**src/design/eru_pkg.sv**
```systemverilog
// ----------------------------------------------------------------------------
// Enigma rotor unit package
// Shared constants, codes and the command and status types that join the
// controller to the datapath.
// ----------------------------------------------------------------------------
package eru_pkg;

	// Size of the wiring table and number of notch comparators.
	localparam int ALPHABET_MAX = 26;
	localparam int MAX_NOTCHES  = 2;

	// Field widths.
	localparam int FUNC_W   = 3;
	localparam int LETTER_W = 5;
	localparam int COUNT_W  = 2;
	localparam int ADDR_W   = 4;
	localparam int DATA_W   = 32;

	// The working register holds a letter plus an offset, so it is one bit wider.
	localparam int R_W   = LETTER_W + 1;
	localparam int IDX_W = (ALPHABET_MAX > 1) ? $clog2(ALPHABET_MAX) : 1;

	// Only two notch registers exist, whatever the comparator count.
	localparam int NOTCH_LIM = (MAX_NOTCHES < 2) ? MAX_NOTCHES : 2;

	typedef enum logic [FUNC_W-1:0] {
		FUNC_FORWARD  = 3'd0,
		FUNC_BACKWARD = 3'd1,
		FUNC_STEP     = 3'd2,
		FUNC_LOAD     = 3'd3,
		FUNC_SET_POS  = 3'd4
	} func_t;

	typedef enum logic [1:0] {
		REG_ALPHABET_SIZE = 2'd0,
		REG_NOTCH_COUNT   = 2'd1,
		REG_NOTCH_FIRST   = 2'd2,
		REG_NOTCH_SECOND  = 2'd3
	} reg_idx_t;

	typedef enum logic [2:0] {
		SRC_POS,
		SRC_POS_INC,
		SRC_LETTER_PLUS_R,
		SRC_LETTER,
		SRC_RDATA,
		SRC_HIT
	} r_src_t;

	typedef enum logic [1:0] {
		RES_MAPPED,
		RES_MISS,
		RES_PLAIN,
		RES_STEP
	} res_sel_t;

	typedef enum logic [3:0] {
		ST_IDLE,
		ST_P_RED,
		ST_T_RED,
		ST_F_RD,
		ST_F_LD,
		ST_F_RED,
		ST_SCAN,
		ST_S_RED,
		ST_FIN
	} state_t;

	typedef struct packed {
		logic [LETTER_W-1:0] alphabet_size;
		logic [COUNT_W-1:0]  notch_count;
		logic [LETTER_W-1:0] notch_first;
		logic [LETTER_W-1:0] notch_second;
	} cfg_t;

	typedef struct packed {
		logic     take;
		logic     r_load;
		r_src_t   r_src;
		logic     r_reduce;
		logic     p_load;
		logic     t_load;
		logic     pos_load;
		logic     mem_write;
		logic     mem_read_t;
		logic     scan_clear;
		logic     scan_issue;
		logic     out_load;
		res_sel_t out_sel;
	} cmd_t;

	typedef struct packed {
		logic r_ready;
		logic hit;
		logic last;
	} sts_t;

endpackage

```
**src/design/eru_datapath.sv**
```systemverilog
// ----------------------------------------------------------------------------
// Enigma rotor unit datapath
// Wiring memory, position register, shared modulo reducer, search pipeline
// and result register.
// ----------------------------------------------------------------------------
module eru_datapath import eru_pkg::*; (
	input  logic                clk,
	input  logic                arst_n,
	input  cfg_t                cfg,
	input  cmd_t                cmd,
	output sts_t                sts,
	input  logic [LETTER_W-1:0] letter_in,
	input  logic [LETTER_W-1:0] entry_index,
	output logic [LETTER_W-1:0] letter_out,
	output logic                found,
	output logic                carry
);

	logic [LETTER_W-1:0] mem [ALPHABET_MAX];

	logic [LETTER_W-1:0] letter_q;
	logic [LETTER_W-1:0] idx_q;
	logic                carry_q;
	logic [LETTER_W-1:0] pos_q;
	logic [R_W-1:0]      r_q;
	logic [R_W-1:0]      p_q;
	logic [LETTER_W-1:0] t_q;
	logic [LETTER_W-1:0] rdata_q;
	logic [R_W-1:0]      scan_q;
	logic [R_W-1:0]      scan_s1;
	logic                vld_s1;
	logic [LETTER_W-1:0] letter_out_q;
	logic                found_q;
	logic                carry_out_q;

	logic [R_W-1:0]     size_ext;
	logic [R_W-1:0]     n_eff;
	logic [R_W-1:0]     r_load_val;
	logic [R_W-1:0]     sum;
	logic [R_W-1:0]     mapped;
	logic [COUNT_W-1:0] cnt_sat;
	logic               at_notch;
	logic               r_ready;
	logic               scan_ok;

	// Effective alphabet size, held between two and the table size.
	assign size_ext = R_W'(cfg.alphabet_size);
	assign n_eff = (size_ext < R_W'(2)) ? R_W'(2) :
		((size_ext > R_W'(ALPHABET_MAX)) ? R_W'(ALPHABET_MAX) : size_ext);

	assign cnt_sat = (cfg.notch_count > COUNT_W'(NOTCH_LIM)) ? COUNT_W'(NOTCH_LIM)
		: cfg.notch_count;
	assign at_notch = ((cnt_sat >= 2'd1) && (cfg.notch_first == pos_q)) ||
		((cnt_sat >= 2'd2) && (cfg.notch_second == pos_q));

	assign r_ready = (r_q < n_eff);
	assign scan_ok = (scan_q < n_eff);

	always_comb begin
		case (cmd.r_src)
			SRC_POS:           r_load_val = R_W'(pos_q);
			SRC_POS_INC:       r_load_val = R_W'(pos_q) + R_W'(1);
			SRC_LETTER_PLUS_R: r_load_val = R_W'(letter_q) + r_q;
			SRC_LETTER:        r_load_val = R_W'(letter_q);
			SRC_RDATA:         r_load_val = R_W'(rdata_q);
			SRC_HIT:           r_load_val = scan_s1;
			default:           r_load_val = r_q;
		endcase
	end

	// Both operands are below n, so one conditional subtract brings the sum back.
	assign sum    = r_q + n_eff - p_q;
	assign mapped = (sum >= n_eff) ? (sum - n_eff) : sum;

	always_ff @(posedge clk) begin
		if (cmd.take) begin
			letter_q <= letter_in;
			idx_q    <= entry_index;
			carry_q  <= at_notch;
		end
		if (cmd.r_load) begin
			r_q <= r_load_val;
		end else if (cmd.r_reduce && !r_ready) begin
			r_q <= r_q - n_eff;
		end
		if (cmd.p_load) begin
			p_q <= r_q;
		end
		if (cmd.t_load) begin
			t_q <= r_q[LETTER_W-1:0];
		end
		if (cmd.scan_issue) begin
			scan_s1 <= scan_q;
		end
	end

	always_ff @(posedge clk or negedge arst_n) begin
		if (!arst_n) begin
			pos_q  <= '0;
			scan_q <= '0;
			vld_s1 <= 1'b0;
		end else begin
			if (cmd.pos_load) begin
				pos_q <= r_q[LETTER_W-1:0];
			end
			if (cmd.scan_clear) begin
				scan_q <= '0;
				vld_s1 <= 1'b0;
			end else if (cmd.scan_issue && scan_ok) begin
				scan_q <= scan_q + R_W'(1);
				vld_s1 <= 1'b1;
			end else begin
				vld_s1 <= 1'b0;
			end
		end
	end

	// Wiring memory: one write port, one registered read port.
	always_ff @(posedge clk) begin
		if (cmd.mem_write && (R_W'(idx_q) < R_W'(ALPHABET_MAX))) begin
			mem[idx_q[IDX_W-1:0]] <= letter_q;
		end
		if (cmd.mem_read_t) begin
			rdata_q <= mem[t_q[IDX_W-1:0]];
		end else if (cmd.scan_issue && scan_ok) begin
			rdata_q <= mem[scan_q[IDX_W-1:0]];
		end
	end

	always_ff @(posedge clk) begin
		if (cmd.out_load) begin
			case (cmd.out_sel)
				RES_MAPPED: begin
					letter_out_q <= mapped[LETTER_W-1:0];
					found_q      <= 1'b1;
					carry_out_q  <= 1'b0;
				end
				RES_MISS: begin
					letter_out_q <= '0;
					found_q      <= 1'b0;
					carry_out_q  <= 1'b0;
				end
				RES_STEP: begin
					letter_out_q <= '0;
					found_q      <= 1'b1;
					carry_out_q  <= carry_q;
				end
				default: begin
					letter_out_q <= '0;
					found_q      <= 1'b1;
					carry_out_q  <= 1'b0;
				end
			endcase
		end
	end

	assign sts.r_ready = r_ready;
	assign sts.hit     = vld_s1 && (rdata_q == t_q);
	assign sts.last    = vld_s1 && (scan_s1 == (n_eff - R_W'(1)));

	assign letter_out = letter_out_q;
	assign found      = found_q;
	assign carry      = carry_out_q;

`ifndef NO_ASSERTIONS
	// A compare slot only exists where the controller issued a search read.
	a_vld_from_issue: assert property (@(posedge clk) disable iff (!arst_n)
		vld_s1 |-> $past(cmd.scan_issue))
		else $error("search compare without a preceding read");
`endif

endmodule

```
**src/design/eru_ctrl.sv**
```systemverilog
// ----------------------------------------------------------------------------
// Enigma rotor unit controller
// Sequences each operation through the datapath and owns the handshakes.
// ----------------------------------------------------------------------------
module eru_ctrl import eru_pkg::*; (
	input  logic              clk,
	input  logic              arst_n,
	input  logic              in_valid,
	output logic              in_stall,
	input  logic [FUNC_W-1:0] func,
	output logic              out_valid,
	input  logic              out_stall,
	input  sts_t              sts,
	output cmd_t              cmd
);

	state_t   state_q;
	state_t   state_d;
	func_t    func_q;
	res_sel_t res_sel_q;
	res_sel_t res_sel_d;
	logic     out_valid_q;

	assign in_stall  = (state_q != ST_IDLE);
	assign out_valid = out_valid_q;

	always_ff @(posedge clk or negedge arst_n) begin
		if (!arst_n) begin
			state_q     <= ST_IDLE;
			res_sel_q   <= RES_PLAIN;
			out_valid_q <= 1'b0;
		end else begin
			state_q   <= state_d;
			res_sel_q <= res_sel_d;
			if (cmd.out_load) begin
				out_valid_q <= 1'b1;
			end else if (!out_stall) begin
				out_valid_q <= 1'b0;
			end
		end
	end

	always_ff @(posedge clk) begin
		if (cmd.take) begin
			func_q <= func_t'(func);
		end
	end

	always_comb begin
		cmd       = '0;
		state_d   = state_q;
		res_sel_d = res_sel_q;
		case (state_q)
			ST_IDLE: begin
				if (in_valid) begin
					cmd.take   = 1'b1;
					cmd.r_load = 1'b1;
					cmd.r_src  = SRC_POS;
					state_d    = ST_P_RED;
				end
			end
			ST_P_RED: begin
				cmd.r_reduce = 1'b1;
				if (sts.r_ready) begin
					cmd.p_load = 1'b1;
					case (func_q)
						FUNC_FORWARD, FUNC_BACKWARD: begin
							cmd.r_load = 1'b1;
							cmd.r_src  = SRC_LETTER_PLUS_R;
							state_d    = ST_T_RED;
						end
						FUNC_STEP: begin
							cmd.r_load = 1'b1;
							cmd.r_src  = SRC_POS_INC;
							state_d    = ST_S_RED;
						end
						FUNC_SET_POS: begin
							cmd.r_load = 1'b1;
							cmd.r_src  = SRC_LETTER;
							state_d    = ST_S_RED;
						end
						FUNC_LOAD: begin
							cmd.mem_write = 1'b1;
							res_sel_d     = RES_PLAIN;
							state_d       = ST_FIN;
						end
						default: begin
							res_sel_d = RES_PLAIN;
							state_d   = ST_FIN;
						end
					endcase
				end
			end
			ST_T_RED: begin
				cmd.r_reduce = 1'b1;
				if (sts.r_ready) begin
					cmd.t_load = 1'b1;
					if (func_q == FUNC_BACKWARD) begin
						cmd.scan_clear = 1'b1;
						state_d        = ST_SCAN;
					end else begin
						state_d = ST_F_RD;
					end
				end
			end
			ST_F_RD: begin
				cmd.mem_read_t = 1'b1;
				state_d        = ST_F_LD;
			end
			ST_F_LD: begin
				cmd.r_load = 1'b1;
				cmd.r_src  = SRC_RDATA;
				state_d    = ST_F_RED;
			end
			ST_F_RED: begin
				cmd.r_reduce = 1'b1;
				if (sts.r_ready) begin
					res_sel_d = RES_MAPPED;
					state_d   = ST_FIN;
				end
			end
			ST_SCAN: begin
				cmd.scan_issue = 1'b1;
				if (sts.hit) begin
					cmd.r_load = 1'b1;
					cmd.r_src  = SRC_HIT;
					res_sel_d  = RES_MAPPED;
					state_d    = ST_FIN;
				end else if (sts.last) begin
					res_sel_d = RES_MISS;
					state_d   = ST_FIN;
				end
			end
			ST_S_RED: begin
				cmd.r_reduce = 1'b1;
				if (sts.r_ready) begin
					cmd.pos_load = 1'b1;
					res_sel_d    = (func_q == FUNC_STEP) ? RES_STEP : RES_PLAIN;
					state_d      = ST_FIN;
				end
			end
			ST_FIN: begin
				if (!out_valid_q || !out_stall) begin
					cmd.out_load = 1'b1;
					cmd.out_sel  = res_sel_q;
					state_d      = ST_IDLE;
				end
			end
			default: begin
				state_d = ST_IDLE;
			end
		endcase
	end

`ifndef NO_ASSERTIONS
	// A waiting result is never overwritten.
	a_no_overwrite: assert property (@(posedge clk) disable iff (!arst_n)
		cmd.out_load |-> (!out_valid_q || !out_stall))
		else $error("result register overwritten while stalled");

	// Reduced values are only captured once the reducer has finished.
	a_capture_reduced: assert property (@(posedge clk) disable iff (!arst_n)
		(cmd.p_load || cmd.t_load || cmd.pos_load) |-> sts.r_ready)
		else $error("unreduced value captured");

	// An accepted word keeps the block busy and yields no result in the next cycle.
	a_busy_after_take: assert property (@(posedge clk) disable iff (!arst_n)
		(in_valid && !in_stall) |=> (in_stall && !cmd.out_load))
		else $error("block not busy after accepting a word");
`endif

endmodule

```
**src/design/enigma_rotor_unit_core.sv**
```systemverilog
// ----------------------------------------------------------------------------
// Enigma rotor unit
// One cipher rotor: loadable wiring table, position register, two notches,
// with an APB-style configuration port.
// ----------------------------------------------------------------------------
// The unit accepts one input word at a time and returns exactly one result
// word for it. An operation first reduces the rotor position modulo the
// effective alphabet size in a shared subtract-per-cycle reducer, which
// subtracts the alphabet size until the value is in range. A forward mapping
// runs three reductions (the position, the offset letter and the wiring
// value) with one registered read of the wiring memory before the last. A
// backward mapping reduces the position and the offset letter, then scans
// the wiring memory one entry per cycle through its single read port; a
// match ends the scan, and a miss ends it after the last entry of the
// alphabet. Step and set position run two reductions, the position and the
// new position. Load runs only the position reduction. The result sits in
// an output register, so the next word is accepted while an earlier result
// waits to be taken; that next word then waits only in its final state
// until the earlier result has gone.
// Configuration registers lie at byte addresses 0 (alphabet size), 4 (notch
// count), 8 (first notch) and 12 (second notch); they are to be written only
// while the unit is idle, a rule on the user that the unit does not enforce.
// Wiring entries that were never loaded read as unknown.
// ----------------------------------------------------------------------------
module enigma_rotor_unit_core import eru_pkg::*; (
	input  logic                clk,
	input  logic                arst_n,
	input  logic                psel,
	input  logic                penable,
	input  logic                pwrite,
	input  logic [ADDR_W-1:0]   paddr,
	input  logic [DATA_W-1:0]   pwdata,
	output logic [DATA_W-1:0]   prdata,
	output logic                pready,
	input  logic                in_valid,
	output logic                in_stall,
	input  logic [FUNC_W-1:0]   func,
	input  logic [LETTER_W-1:0] letter_in,
	input  logic [LETTER_W-1:0] entry_index,
	output logic                out_valid,
	input  logic                out_stall,
	output logic [LETTER_W-1:0] letter_out,
	output logic                found,
	output logic                carry
);

	cfg_t     cfg_q;
	cmd_t     cmd;
	sts_t     sts;
	reg_idx_t reg_idx;
	logic     cfg_write;

	// The port never inserts wait states.
	assign pready    = 1'b1;
	assign reg_idx   = reg_idx_t'(paddr[3:2]);
	assign cfg_write = psel && penable && pwrite && pready;

	// Configuration registers, each keeping only the bits it defines.
	always_ff @(posedge clk or negedge arst_n) begin
		if (!arst_n) begin
			cfg_q.alphabet_size <= LETTER_W'(26);
			cfg_q.notch_count   <= COUNT_W'(1);
			cfg_q.notch_first   <= '0;
			cfg_q.notch_second  <= '0;
		end else if (cfg_write) begin
			case (reg_idx)
				REG_ALPHABET_SIZE: cfg_q.alphabet_size <= pwdata[LETTER_W-1:0];
				REG_NOTCH_COUNT:   cfg_q.notch_count   <= pwdata[COUNT_W-1:0];
				REG_NOTCH_FIRST:   cfg_q.notch_first   <= pwdata[LETTER_W-1:0];
				REG_NOTCH_SECOND:  cfg_q.notch_second  <= pwdata[LETTER_W-1:0];
				default: begin
				end
			endcase
		end
	end

	// Read-back is zero-extended to the data width.
	always_comb begin
		case (reg_idx)
			REG_ALPHABET_SIZE: prdata = DATA_W'(cfg_q.alphabet_size);
			REG_NOTCH_COUNT:   prdata = DATA_W'(cfg_q.notch_count);
			REG_NOTCH_FIRST:   prdata = DATA_W'(cfg_q.notch_first);
			REG_NOTCH_SECOND:  prdata = DATA_W'(cfg_q.notch_second);
			default:           prdata = '0;
		endcase
	end

	// The controller sequences each word; the datapath holds the rotor state and
	// the result register.
	eru_ctrl u_ctrl (
		.clk       (clk),
		.arst_n    (arst_n),
		.in_valid  (in_valid),
		.in_stall  (in_stall),
		.func      (func),
		.out_valid (out_valid),
		.out_stall (out_stall),
		.sts       (sts),
		.cmd       (cmd)
	);

	eru_datapath u_datapath (
		.clk         (clk),
		.arst_n      (arst_n),
		.cfg         (cfg_q),
		.cmd         (cmd),
		.sts         (sts),
		.letter_in   (letter_in),
		.entry_index (entry_index),
		.letter_out  (letter_out),
		.found       (found),
		.carry       (carry)
	);

endmodule

```
**config.mk**
```make
export PLATFORM = sky130hd
export DESIGN_NAME = enigma_rotor_unit_core
export DESIGN_NICKNAME = d
export VERILOG_FILES = /design/src/design/eru_pkg.sv /design/src/design/eru_datapath.sv /design/src/design/eru_ctrl.sv /design/src/design/enigma_rotor_unit_core.sv
export SDC_FILE = /design/constraint.sdc
export NUM_CORES = 1
export LEC_CHECK = 0
export BUFFER_PORTS_ARGS = -buffer_cell sky130_fd_sc_hd__buf_2
export CAP_MARGIN = 30
export CORE_UTILIZATION = 55
export DETAILED_ROUTE_END_ITERATION = 10
export GPL_TIMING_DRIVEN = 0
export PLACE_DENSITY = 0.85
export REMOVE_ABC_BUFFERS = 1
export SETUP_SLACK_MARGIN = 0.02
export SYNTH_ARGS = -nofsm -noshare
export SYNTH_HDL_FRONTEND = slang
export SYNTH_SLANG_ARGS = --single-unit
export TNS_END_PERCENT = 100
```
**constraint.sdc**
```tcl
create_clock -name clk -period 3.8 [get_ports clk]
set_input_delay 0.76 -clock clk [delete_from_list [all_inputs] [get_ports clk]]
set_output_delay 0.76 -clock clk [all_outputs]
set_load 0.03 [all_outputs]
```
Yosys cells after proc, flatten, opt, wreduce, memory -nomap -nowiden
Memory sizes are Yosys's and may differ from the RTL's. A register that Yosys moved wholly into a read port is not among the register bits.
Cells that the tools add are included.
{ "totals": {"ram_bits": 130, "word_cells": 172, "memories": 1, "output_inout_bits": 42, "latch_bits": 0, "regBits": 85, "romBits": 0, "inputBits": 56} }
{ "classes": {"n_mul": 0, "muxes": 59, "shifts": 0, "magnitude_cmp": 9, "n_addsub": 8, "n_eq_ne": 37, "bitwise": 0, "reduce_logical": 36, "div": 0} }
{ "mem_list": {"columns": ["memory", "words", "width", "rd", "rd_ports_with_merged_regs", "wr", "line", "rtl"], "rows": [
  ["u_datapath.mem", 26, 5, 2, 1, 1, "eru_datapath.sv:19", "logic [LETTER_W-1:0] mem [ALPHABET_MAX];"]
]} }
{ "ops": {"columns": ["cell", "n"], "rows": [
  ["one-hot mux 32 bit (4 select lines)", 1],
  ["2-to-1 mux 4 bit", 9],
  ["one-hot mux 6 bit (6 select lines)", 1],
  ["2-to-1 mux 5 bit", 7],
  ["one-hot mux 4 bit (8 select lines)", 1],
  ["2-to-1 mux 6 bit", 4],
  ["2-to-1 mux 1 bit", 22],
  ["equality test 4 x 3 -> 1 bit, second input constant", 4],
  ["one-hot mux 4 bit (4 select lines)", 1],
  ["equality test 5 bit", 3],
  ["2-to-1 mux 2 bit", 7],
  ["inequality test 2 x 1 -> 1 bit, second input constant", 7],
  ["equality test 3 x 2 -> 1 bit, second input constant", 4],
  ["less-than comparator 6 bit", 2],
  ["one-hot mux 4 bit (3 select lines)", 1],
  ["AND reduction 6 bit", 2],
  ["subtractor 6 bit", 2],
  ["AND reduction 2 bit", 5],
  ["equality test 3 bit, second input constant", 3],
  ["logical AND 1 bit", 9],
  ["2-to-1 mux 3 bit", 3],
  ["equality test 4 x 2 -> 1 bit, second input constant", 2],
  ["one-hot mux 2 bit (4 select lines)", 1],
  ["one-hot mux 4 bit (2 select lines)", 1],
  ["31 further kinds", 47]
]} }

Longest topological paths before layout
Gate-level depths: netlist of run 1.
{ "depth": {"depth_word": 9, "ltp_mapped": 16, "depth_no_buf": 15} }

By module
Synthesis of run 1 repeated with hierarchy kept, for this count alone.
{ "hier_totals": {"cells_unflattened": 885, "hier_area_um2": 12132.9} }
{ "by_module_without_submodules": {"columns": ["module", "seq_area_each_um2", "cells_each", "area_each_um2", "instances"], "rows": [
  ["eru_datapath", 5685.5, 720, 10313.6, 1],
  ["enigma_rotor_unit_core", 430.4, 81, 1042.2, 1],
  ["eru_ctrl", 266.5, 84, 777.0, 1]
]} }

Worst setup path after synthesis of run 1
OpenSTA, ideal clock, no wires.
{ "synth_path": {"path_type": "register -> register", "startpoint": "register cfg_q[15] (netlist bit)", "endpoint": "register u_datapath.letter_out_q[2] (netlist: u_datapath.letter_out[2]), data pin", "slack_ps": -343, "arrival_time_ps": 3884, "setup_time_ps": 259, "synth_period_minus_slack_ps": 4143, "stages_incl_launch_ff": 15, "t_required_ps": 3541, "n_path_buf": 1, "cell_sequence": "dfstp_2 > buf_2 > nor3_1 > nor3_1 > inv_1 > fa_1 > inv_1 > fa_1 > inv_1 > ha_1 > a21o_1 > a211o_1 > a21oi_1 > a211o_1 > a21oi_1"} }
{ "synth_between": {"elab_chain_cells": 7, "word_cells_on_any_way": 9, "cone_classes": "add/sub (3); order compare (3); mux (3)"} }
{ "synth_lines": {"columns": ["element", "line", "rtl"], "rows": [
  ["start, declared", "enigma_rotor_unit_core.sv:47", "cfg_t cfg_q;"],
  ["> comparator 5 bit", "eru_datapath.sv:49", "((size_ext > R_W'(ALPHABET_MAX)) ? R_W'(ALPHABET_MAX) : size_ext);"],
  ["2-to-1 mux 5 bit", "eru_datapath.sv:49", null],
  ["2-to-1 mux 5 bit *", "eru_datapath.sv:48", "assign n_eff = (size_ext < R_W'(2)) ? R_W'(2) :"],
  ["adder 6 bit", "eru_datapath.sv:72", "assign sum = r_q + n_eff - p_q;"],
  ["subtractor 6 bit", "eru_datapath.sv:72", null],
  ["subtractor 5 bit / >= comparator 6 bit (equally long branches)", "eru_datapath.sv:73", "assign mapped = (sum >= n_eff) ? (sum - n_eff) : sum;"],
  ["2-to-1 mux 5 bit *", "eru_datapath.sv:73", null],
  ["end signal, assigned", "eru_datapath.sv:134", "letter_out_q <= mapped[LETTER_W-1:0];"],
  ["end, declared", "eru_datapath.sv:32", "logic [LETTER_W-1:0] letter_out_q;"]
]} }
Every way passes the cells marked *; elsewhere a longest branch is shown, timed or not.
A chain may end at the register's enable or synchronous reset.

Worst setup path in the final report of run 1
{ "layout_path": {"startpoint": "register cfg_q[14] (netlist bit)", "endpoint": "register u_datapath.letter_out_q[1] (netlist: u_datapath.letter_out[1]), data pin"} }
The elaborated chain is that of the path after synthesis.

==> out/metrics.cfg, run 1 <==
[timing]
relSlewSlack=0.300
min_period_over_period=0.997
rsz0062_at_grt=yes
min_period_ps=3790
drv_slew=0
tightest_slew_ps=1050
setup_viol=0
fmax_mhz=264
finalClockSkew_ps=20.1
final.setup.tns_ps=0
finalHoldViolCount=0

[cells_and_area]
num_antenna_cells=0
drive_above_1_share=0.266
final_util=0.631
multi_input_area_um2=5180
syn_to_final_growth_pct=11.8
nNetsFinal=993
fill_cells=1457
register_area_um2=6390
design_area_um2=13300

[floorplan]
die_width_um=149
die-area_um2=22200
coreArea_um2=21100
rows=53
pin_count=98
initial_utilization=0.564
die_h_um=149

[critical_path]
cp_cell_sequence=buf_4 -> nor3_1 -> nor3_4 -> inv_2 -> fa_1 -> ha_1 -> a21o_1 -> a21oi_1 -> xnor2_1 -> ha_1 -> o21a_1 -> a21o_1 -> o21ai_0 -> a21oi_1
cp_slowest_stage_delay_ps=450
cp.arrival_ps=4060
cp_top_family=adder cells
start_kind=flip-flop
crit_buf_inv=2
cp.required_ps=4070
endpoint_kind=flip-flop
cp_max_fo=6
critPathSlowestCell=dfrtp_2
worstSetupPathType=flip-flop to flip-flop

[logic_synthesis]
ys_ff_latch=220
synth.cell_area_um2=11900
yosys.area.top_type=edfxtp_1
synth_cell_types=74
ys.flop_type=edfxtp_1
synthCells=859
synth-edff-count=179
synth.avg_cell_area_um2=13.9
yosys_warnings=0
async_reset_ff_frac=0.164
synthTopCellsByArea=edfxtp_1, mux4_2, dfrtp_1
yosysSeqAreaShare=0.536
synth_top_area_share=0.452

[global_routing]
grt_pass1_wl_um=43700
grt_use_total=0.260
met1_usage=0.329
use_met2=0.444
overflow=0
antenna_found_initial=0
grt_pass1_vias=7682
grt_max_degree=37
use_met3=0.0404
grt.busiest_layer=met2

[outcome]
status=completed

[power_and_ir_drop]
power_leakage_nw=4.75
pwr_density_cell_nw_per_um2=785
ir_drop_mv=0.659

[clock_network]
clk_pin_slew_worst_paths_ps=70
tritoncts=done
cts_buffer_depth=3
cts-root-buf=clkbuf_16
cts_hold_buf=0
numClockSinks=220
htree_levels=1
clock_latency_ps=530
cts_buffers=23

[place]
placed_cell_area_um2=12200
globalplace.congestion=0.888
io_buffers=40
hpwl_um=18600

[detailed_routing]
drt-pass1-iter-count=6
post_drt_wl_per_cell_um=24.3
drt-initial-drc-count=808
viasPerCell=6.53
vias=7803
drc=0
antenna_left=0
routed_wl_um=29000

[flow_run]
maxCapViolCount=0

[hold_path]
hold_path.class=input port to asynchronous set/reset pin

==> path summary, 6_finish.rpt <==
check | startpoint | end | slack (ps) | cells past startpoint
worst min-delay path | arst_n | u_ctrl.state_q[0] | 350 | 1
min in group clk | letter_in[2] | u_datapath.letter_q[2] | 400 | 1
worst max-delay path | cfg_q[14] | u_datapath.letter_out[1] | 10 | 14
worst max register to register | cfg_q[14] | u_datapath.letter_out[1] | 10 | 14
max in group asynchronous | arst_n | u_datapath.scan_q[1] | 2830 | 1
worst min register to register | u_datapath.t_q[2] | flip-flop | 500 | 2
==> state kept, by name, summed over array words and instances, names as in the netlist, 6 cells and up, named ones only <==
register / count
u_datapath.mem: 130
cfg_q: 17
u_datapath.scan_q: 6
u_datapath.p_q: 6
u_datapath.scan_s1: 6
u_datapath.r_q: 6
==> per-layer routing <==
layer / share of wire / vias up
met3: 0.086 / 95
met2: 0.51 / 503
li1: - / 3359
met5: 0 / -
met1: 0.36 / 3846
met4: 0.036 / 0
==> cell families (layout without fill, tap and decap cells) <==
logic type / count (synthesis) / count (layout) / share of synthesized area
xor+xnor: 40 / 40 / 0.0294
other cells: 2 / 28 / 0.000631
fa+ha+maj: 34 / 34 / 0.0402
compound gates: 141 / 141 / 0.0762
simple gates: 195 / 195 / 0.0826
flops: 220 / 220 / 0.536
mux: 122 / 122 / 0.186
buf+inv: 105 / 140 / 0.0489
==> per-stage QoR <==
step	setup slack (ps)	total power, mW	hold WS, ps	std cells
after floorplan	-264	6.52	464	813
after global placement	-1390	7.32	481	1128
after detailed placement	-1040	7.52	479	1133
after CTS	-8.32	10.0	350	1184
after global routing	-138	11.0	397	1195
final	11.9	10.4	350	1195
==> layout make-up <==
| cell class | count | share of cell area |
|---|---|---|
| clock buffers | 38 | 0.0560 |
| clock inverters | 4 | 0.00291 |
| inverters | 33 | 0.00931 |
| multi-input cells | 560 | 0.389 |
| flip-flops and latches | 220 | 0.480 |
| well taps | 275 | 0.0259 |
| repair buffers | 65 | 0.0368 |
==> report_power, final <==
| group | switching (mW) | leakage, nW | internal, mW |
|---|---|---|---|
| sequential | 0.455 | 2.10 | 3.09 |
| clock | 0.952 | 0.387 | 1.35 |
| combinational | 2.45 | 2.26 | 2.15 |
==> cell usage after synthesis (6+ instances only) <==
| master | count |
|---|---|
| mux4_2 | 59 |
| buf_2 | 14 |
| xor2_1 | 18 |
| nor4_1 | 6 |
| a21oi_1 | 34 |
| mux2i_1 | 17 |
| nand2_1 | 40 |
| o21ai_0 | 42 |
| xnor2_1 | 22 |
| nand3_1 | 26 |
| mux4_1 | 12 |
| dfrtp_1 | 31 |
| a21o_1 | 8 |
| o21a_1 | 6 |
| mux2_2 | 33 |
| edfxtp_1 | 179 |
| nor3_1 | 11 |
| fa_1 | 7 |
| ha_1 | 27 |
| o31a_1 | 6 |
| clkbuf_1 | 17 |
| nor2b_1 | 13 |
| inv_1 | 30 |
| a211oi_1 | 7 |
| nor2_1 | 55 |
| buf_4 | 30 |
| nand3b_1 | 7 |
==> placed cells by master, fill, tap and decap left out, types with 6 or more instances in the layout <==
cell	synthesis	layout
fa_1	7	6
mux4_1	12	12
mux2i_1	17	17
nor3_1	11	9
dfrtp_1	31	28
nor2b_1	13	13
mux2_2	33	33
nor2_1	55	34
nand3b_1	7	7
mux4_2	59	59
inv_1	30	27
buf_2	14	41
clkbuf_16	0	26
a211oi_1	7	7
conb_1	2	28
o21ai_0	42	42
xor2_1	18	18
buf_4	30	16
nor2_2	0	19
clkbuf_1	17	7
edfxtp_1	179	179
nand2_1	40	40
a21o_1	8	8
a21oi_1	34	33
o21a_1	6	6
ha_1	27	26
xnor2_1	22	22
nand3_1	26	25
==> repair_timing <==
item | in CTS | in global routing
cloned | 0 | 0
gates resized for setup | 14 | 29
endpoints found under the setup margin | 158 | 142
pin swaps | 4 | 13
hold endpoints to repair | 0 | 0
setup buffers | 9 | 7
Power figures use the tool's default switching activity.
==> run 2: changes to the inputs <==
--- a/config.mk
+++ b/config.mk
@@ -7,10 +7,11 @@
 export LEC_CHECK = 0
 export BUFFER_PORTS_ARGS = -buffer_cell sky130_fd_sc_hd__buf_2
 export CAP_MARGIN = 30
-export CORE_UTILIZATION = 55
+export CORE_UTILIZATION = 56
+export CTS_BUF_LIST = sky130_fd_sc_hd__clkbuf_4
 export DETAILED_ROUTE_END_ITERATION = 10
 export GPL_TIMING_DRIVEN = 0
-export PLACE_DENSITY = 0.85
+export PLACE_DENSITY = 0.86
 export REMOVE_ABC_BUFFERS = 1
 export SETUP_SLACK_MARGIN = 0.02
 export SYNTH_ARGS = -nofsm -noshare
==> run 2 against run 1 <==
  * The run now ends with setup timing left
  * Die area fell by 1.8%
  * Hold slack got worse by 200 ps
  * Count of clock-buffer cells in the layout rose by 28
  * First-iteration DRC count rose by 5.2%
  * Clock power fell by 24%
  * Fmax fell by 0.47%
  * Via count rose by 0.46%
  * Final cell count rose by 3.3%
  * Sequential cell count did not move
  * Non-clock buffer count did not move
==> out/metrics.cfg, run 2 (same netlist as run 1, synthesis figures left out) <==
[flow_run]
maxCapViolCount=0  ; unchanged

[detailed_routing]
drc=0  ; unchanged
drt-pass1-iter-count=7  ; +1
vias=7839  ; +0.46%
post_drt_wl_per_cell_um=22.7  ; -6.3%
drt-initial-drc-count=850  ; +5.2%
antenna_left=0  ; unchanged
viasPerCell=6.35  ; -2.7%
routed_wl_um=28100  ; -3.2%

[cells_and_area]
nNetsFinal=1025  ; +3.2%
drive_above_1_share=0.310  ; +0.0442
mostFrequentLayoutCells=edfxtp_1, clkbuf_4, mux4_2, buf_2, o21ai_0
design_area_um2=13200  ; -0.56%
final_common_cell=edfxtp_1
largest_reg_flops=130  ; unchanged
syn_to_final_growth_pct=11.2

[global_routing]
grt_pass1_wl_um=43300  ; -0.85%
grt_max_degree=37  ; unchanged
antenna_found_initial=1  ; +1
grt_use_total=0.261  ; about the same
overflow=0  ; unchanged
grt_pass1_vias=7895  ; +2.8%

[power_and_ir_drop]
internal_power_mw=6.46  ; -2.1%
pwr_density_cell_nw_per_um2=795  ; +1.3%
clock_power_share=0.165  ; -0.056
power_frac_seq=0.338  ; about the same
combPwrFrac=0.497  ; +0.057
switching_power_mw=4.07  ; +5.6%
power_leakage_nw=4.73  ; -0.43%
ir_drop_mv=0.694  ; +5.4%
swShare=0.387  ; +0.0177

[timing]
finalHoldViolCount=0  ; unchanged
setup_ws_ps=-5.82  ; -17.7 ps
setup_viol=1  ; +1
min_period_over_period=1.00  ; +0.00466
tightest_slew_ps=1070  ; +15.9 ps
final.setup.tns_ps=-5.82  ; -5.82 ps
rsz0062_at_grt=yes
drv_slew=0  ; unchanged
min_period_ps=3810  ; +17.7 ps
fmax_mhz=263  ; -0.47%
finalClockSkew_ps=75.5  ; +55.3 ps
relSlewSlack=0.289  ; -0.0106

[place]
hpwl_um=19000  ; +2.3%
io_buffers=40  ; unchanged
globalplace.congestion=0.905  ; +1.9%
placed_cell_area_um2=12200  ; about the same

[clock_network]
cts_hold_buf=0  ; unchanged
numClockSinks=220  ; unchanged
clock_latency_ps=720  ; +190 ps
tritoncts=done
cts-root-buf=clkbuf_4
cts_buffers=54  ; +130%
htree_levels=2  ; +1
cts_buffer_depth=3  ; unchanged
clk_pin_slew_worst_paths_ps=70  ; about the same

[critical_path]
cp_slowest_stage_delay_ps=590  ; +140 ps
cp_common_cell=inv_2
cp.required_ps=4270  ; +200 ps
cp_top_family=adder cells
critPathSlowestCell=fa_1
cp.arrival_ps=4270  ; +210 ps
cp_cell_sequence=buf_6 -> and3_4 -> nor3_4 -> inv_2 -> fa_1 -> inv_2 -> fa_2 -> inv_2 -> ha_4 -> nor2b_1 -> o21a_1 -> o21a_1 -> or3_1 -> o211ai_1 -> a21oi_2
endpoint_kind=flip-flop
crit_buf_inv=4  ; +2
cp_max_fo=4  ; -2
worstSetupPathType=flip-flop to flip-flop
start_kind=flip-flop

[floorplan]
die_width_um=148  ; -0.89%
die_h_um=148  ; -0.89%
die-area_um2=21800  ; -1.8%
initial_utilization=0.579  ; +0.0145
pin_count=98  ; unchanged
coreArea_um2=20600  ; -2.5%
rows=52  ; -1.9%

[hold_path]
hold_path.class=input port to asynchronous set/reset pin

[outcome]
violations=setup timing
status=finished, violations left

==> run 2: area by class of cell <==
type	instances	area [um^2]
clock buffers	66	495
diodes	1	2.50
well taps	270	338
repair buffers	65	478
inverters	33	124
flip-flops and latches	220	6390
multi-input cells	561	5330
fillers	1450	7320
clock inverters	18	86.3
==> run 2: per-stage QoR <==
| stage | hold slack [ps] | instances | utilization | power (mW) | setup WS [ps] |
|---|---|---|---|---|---|
| 6_report | 150 | 1234 | 0.644 | 10.5 | -5.82 |
| 5_1_grt | 170 | 1234 | 0.644 | 11.1 | -132 |
| 4_1_cts | 137 | 1222 | 0.628 | 9.62 | -60.6 |
| 3_5_place_dp | 492 | 1128 | 0.592 | 7.56 | -1130 |
| 3_3_place_gp | 479 | 1123 | 0.588 | 7.32 | -1400 |
| 2_1_floorplan | 464 | 813 | - | 6.52 | -264 |
==> run 2: metal layers <==
layer / part of all wire / wire (um) / track usage / vias to the layer above
met2: 0.51 / 14200 / 0.437 / 476
met5: 0 / 0 / 0 / -
met4: 0.035 / 996 / 0.118 / 0
met3: 0.082 / 2290 / 0.0460 / 83
li1: - / - / - / 3463
met1: 0.38 / 10600 / 0.334 / 3817
==> run 2: repair_timing <==
action / in CTS / in global routing
setup buffers: 10 / 8
pin swaps: 9 / 16
gates cloned: 0 / 1
endpoints found under the setup margin: 161 / 118
resized for setup: 27 / 46
hold endpoints to repair: 0 / 0
==> run 2: final timing paths <==
path	endpoint	slack, ps	start	cells after the start
setup reg to reg	u_datapath.letter_out[4]	-6	cfg_q[14]	15
hold reg to reg	flip-flop	500	u_datapath.t_q[4]	2
max in group asynchronous	u_datapath.scan_q[0]	3000	arst_n	1
min in group clk	u_ctrl.func_q[1]	220	func[1]	1
setup / recovery	u_datapath.letter_out[4]	-6	cfg_q[14]	15
hold / removal	u_ctrl.state_q[2]	150	arst_n	1
==> run 2: power by group through the flow <==
stage	registers, mW	logic (mW)	clock network (mW)
CTS	3.56	4.30	1.76
floorplan	3.54	2.98	0
global placement	3.67	3.65	0
detailed placement	3.61	3.95	0
finish	3.55	5.24	1.74
global route	3.59	5.66	1.88
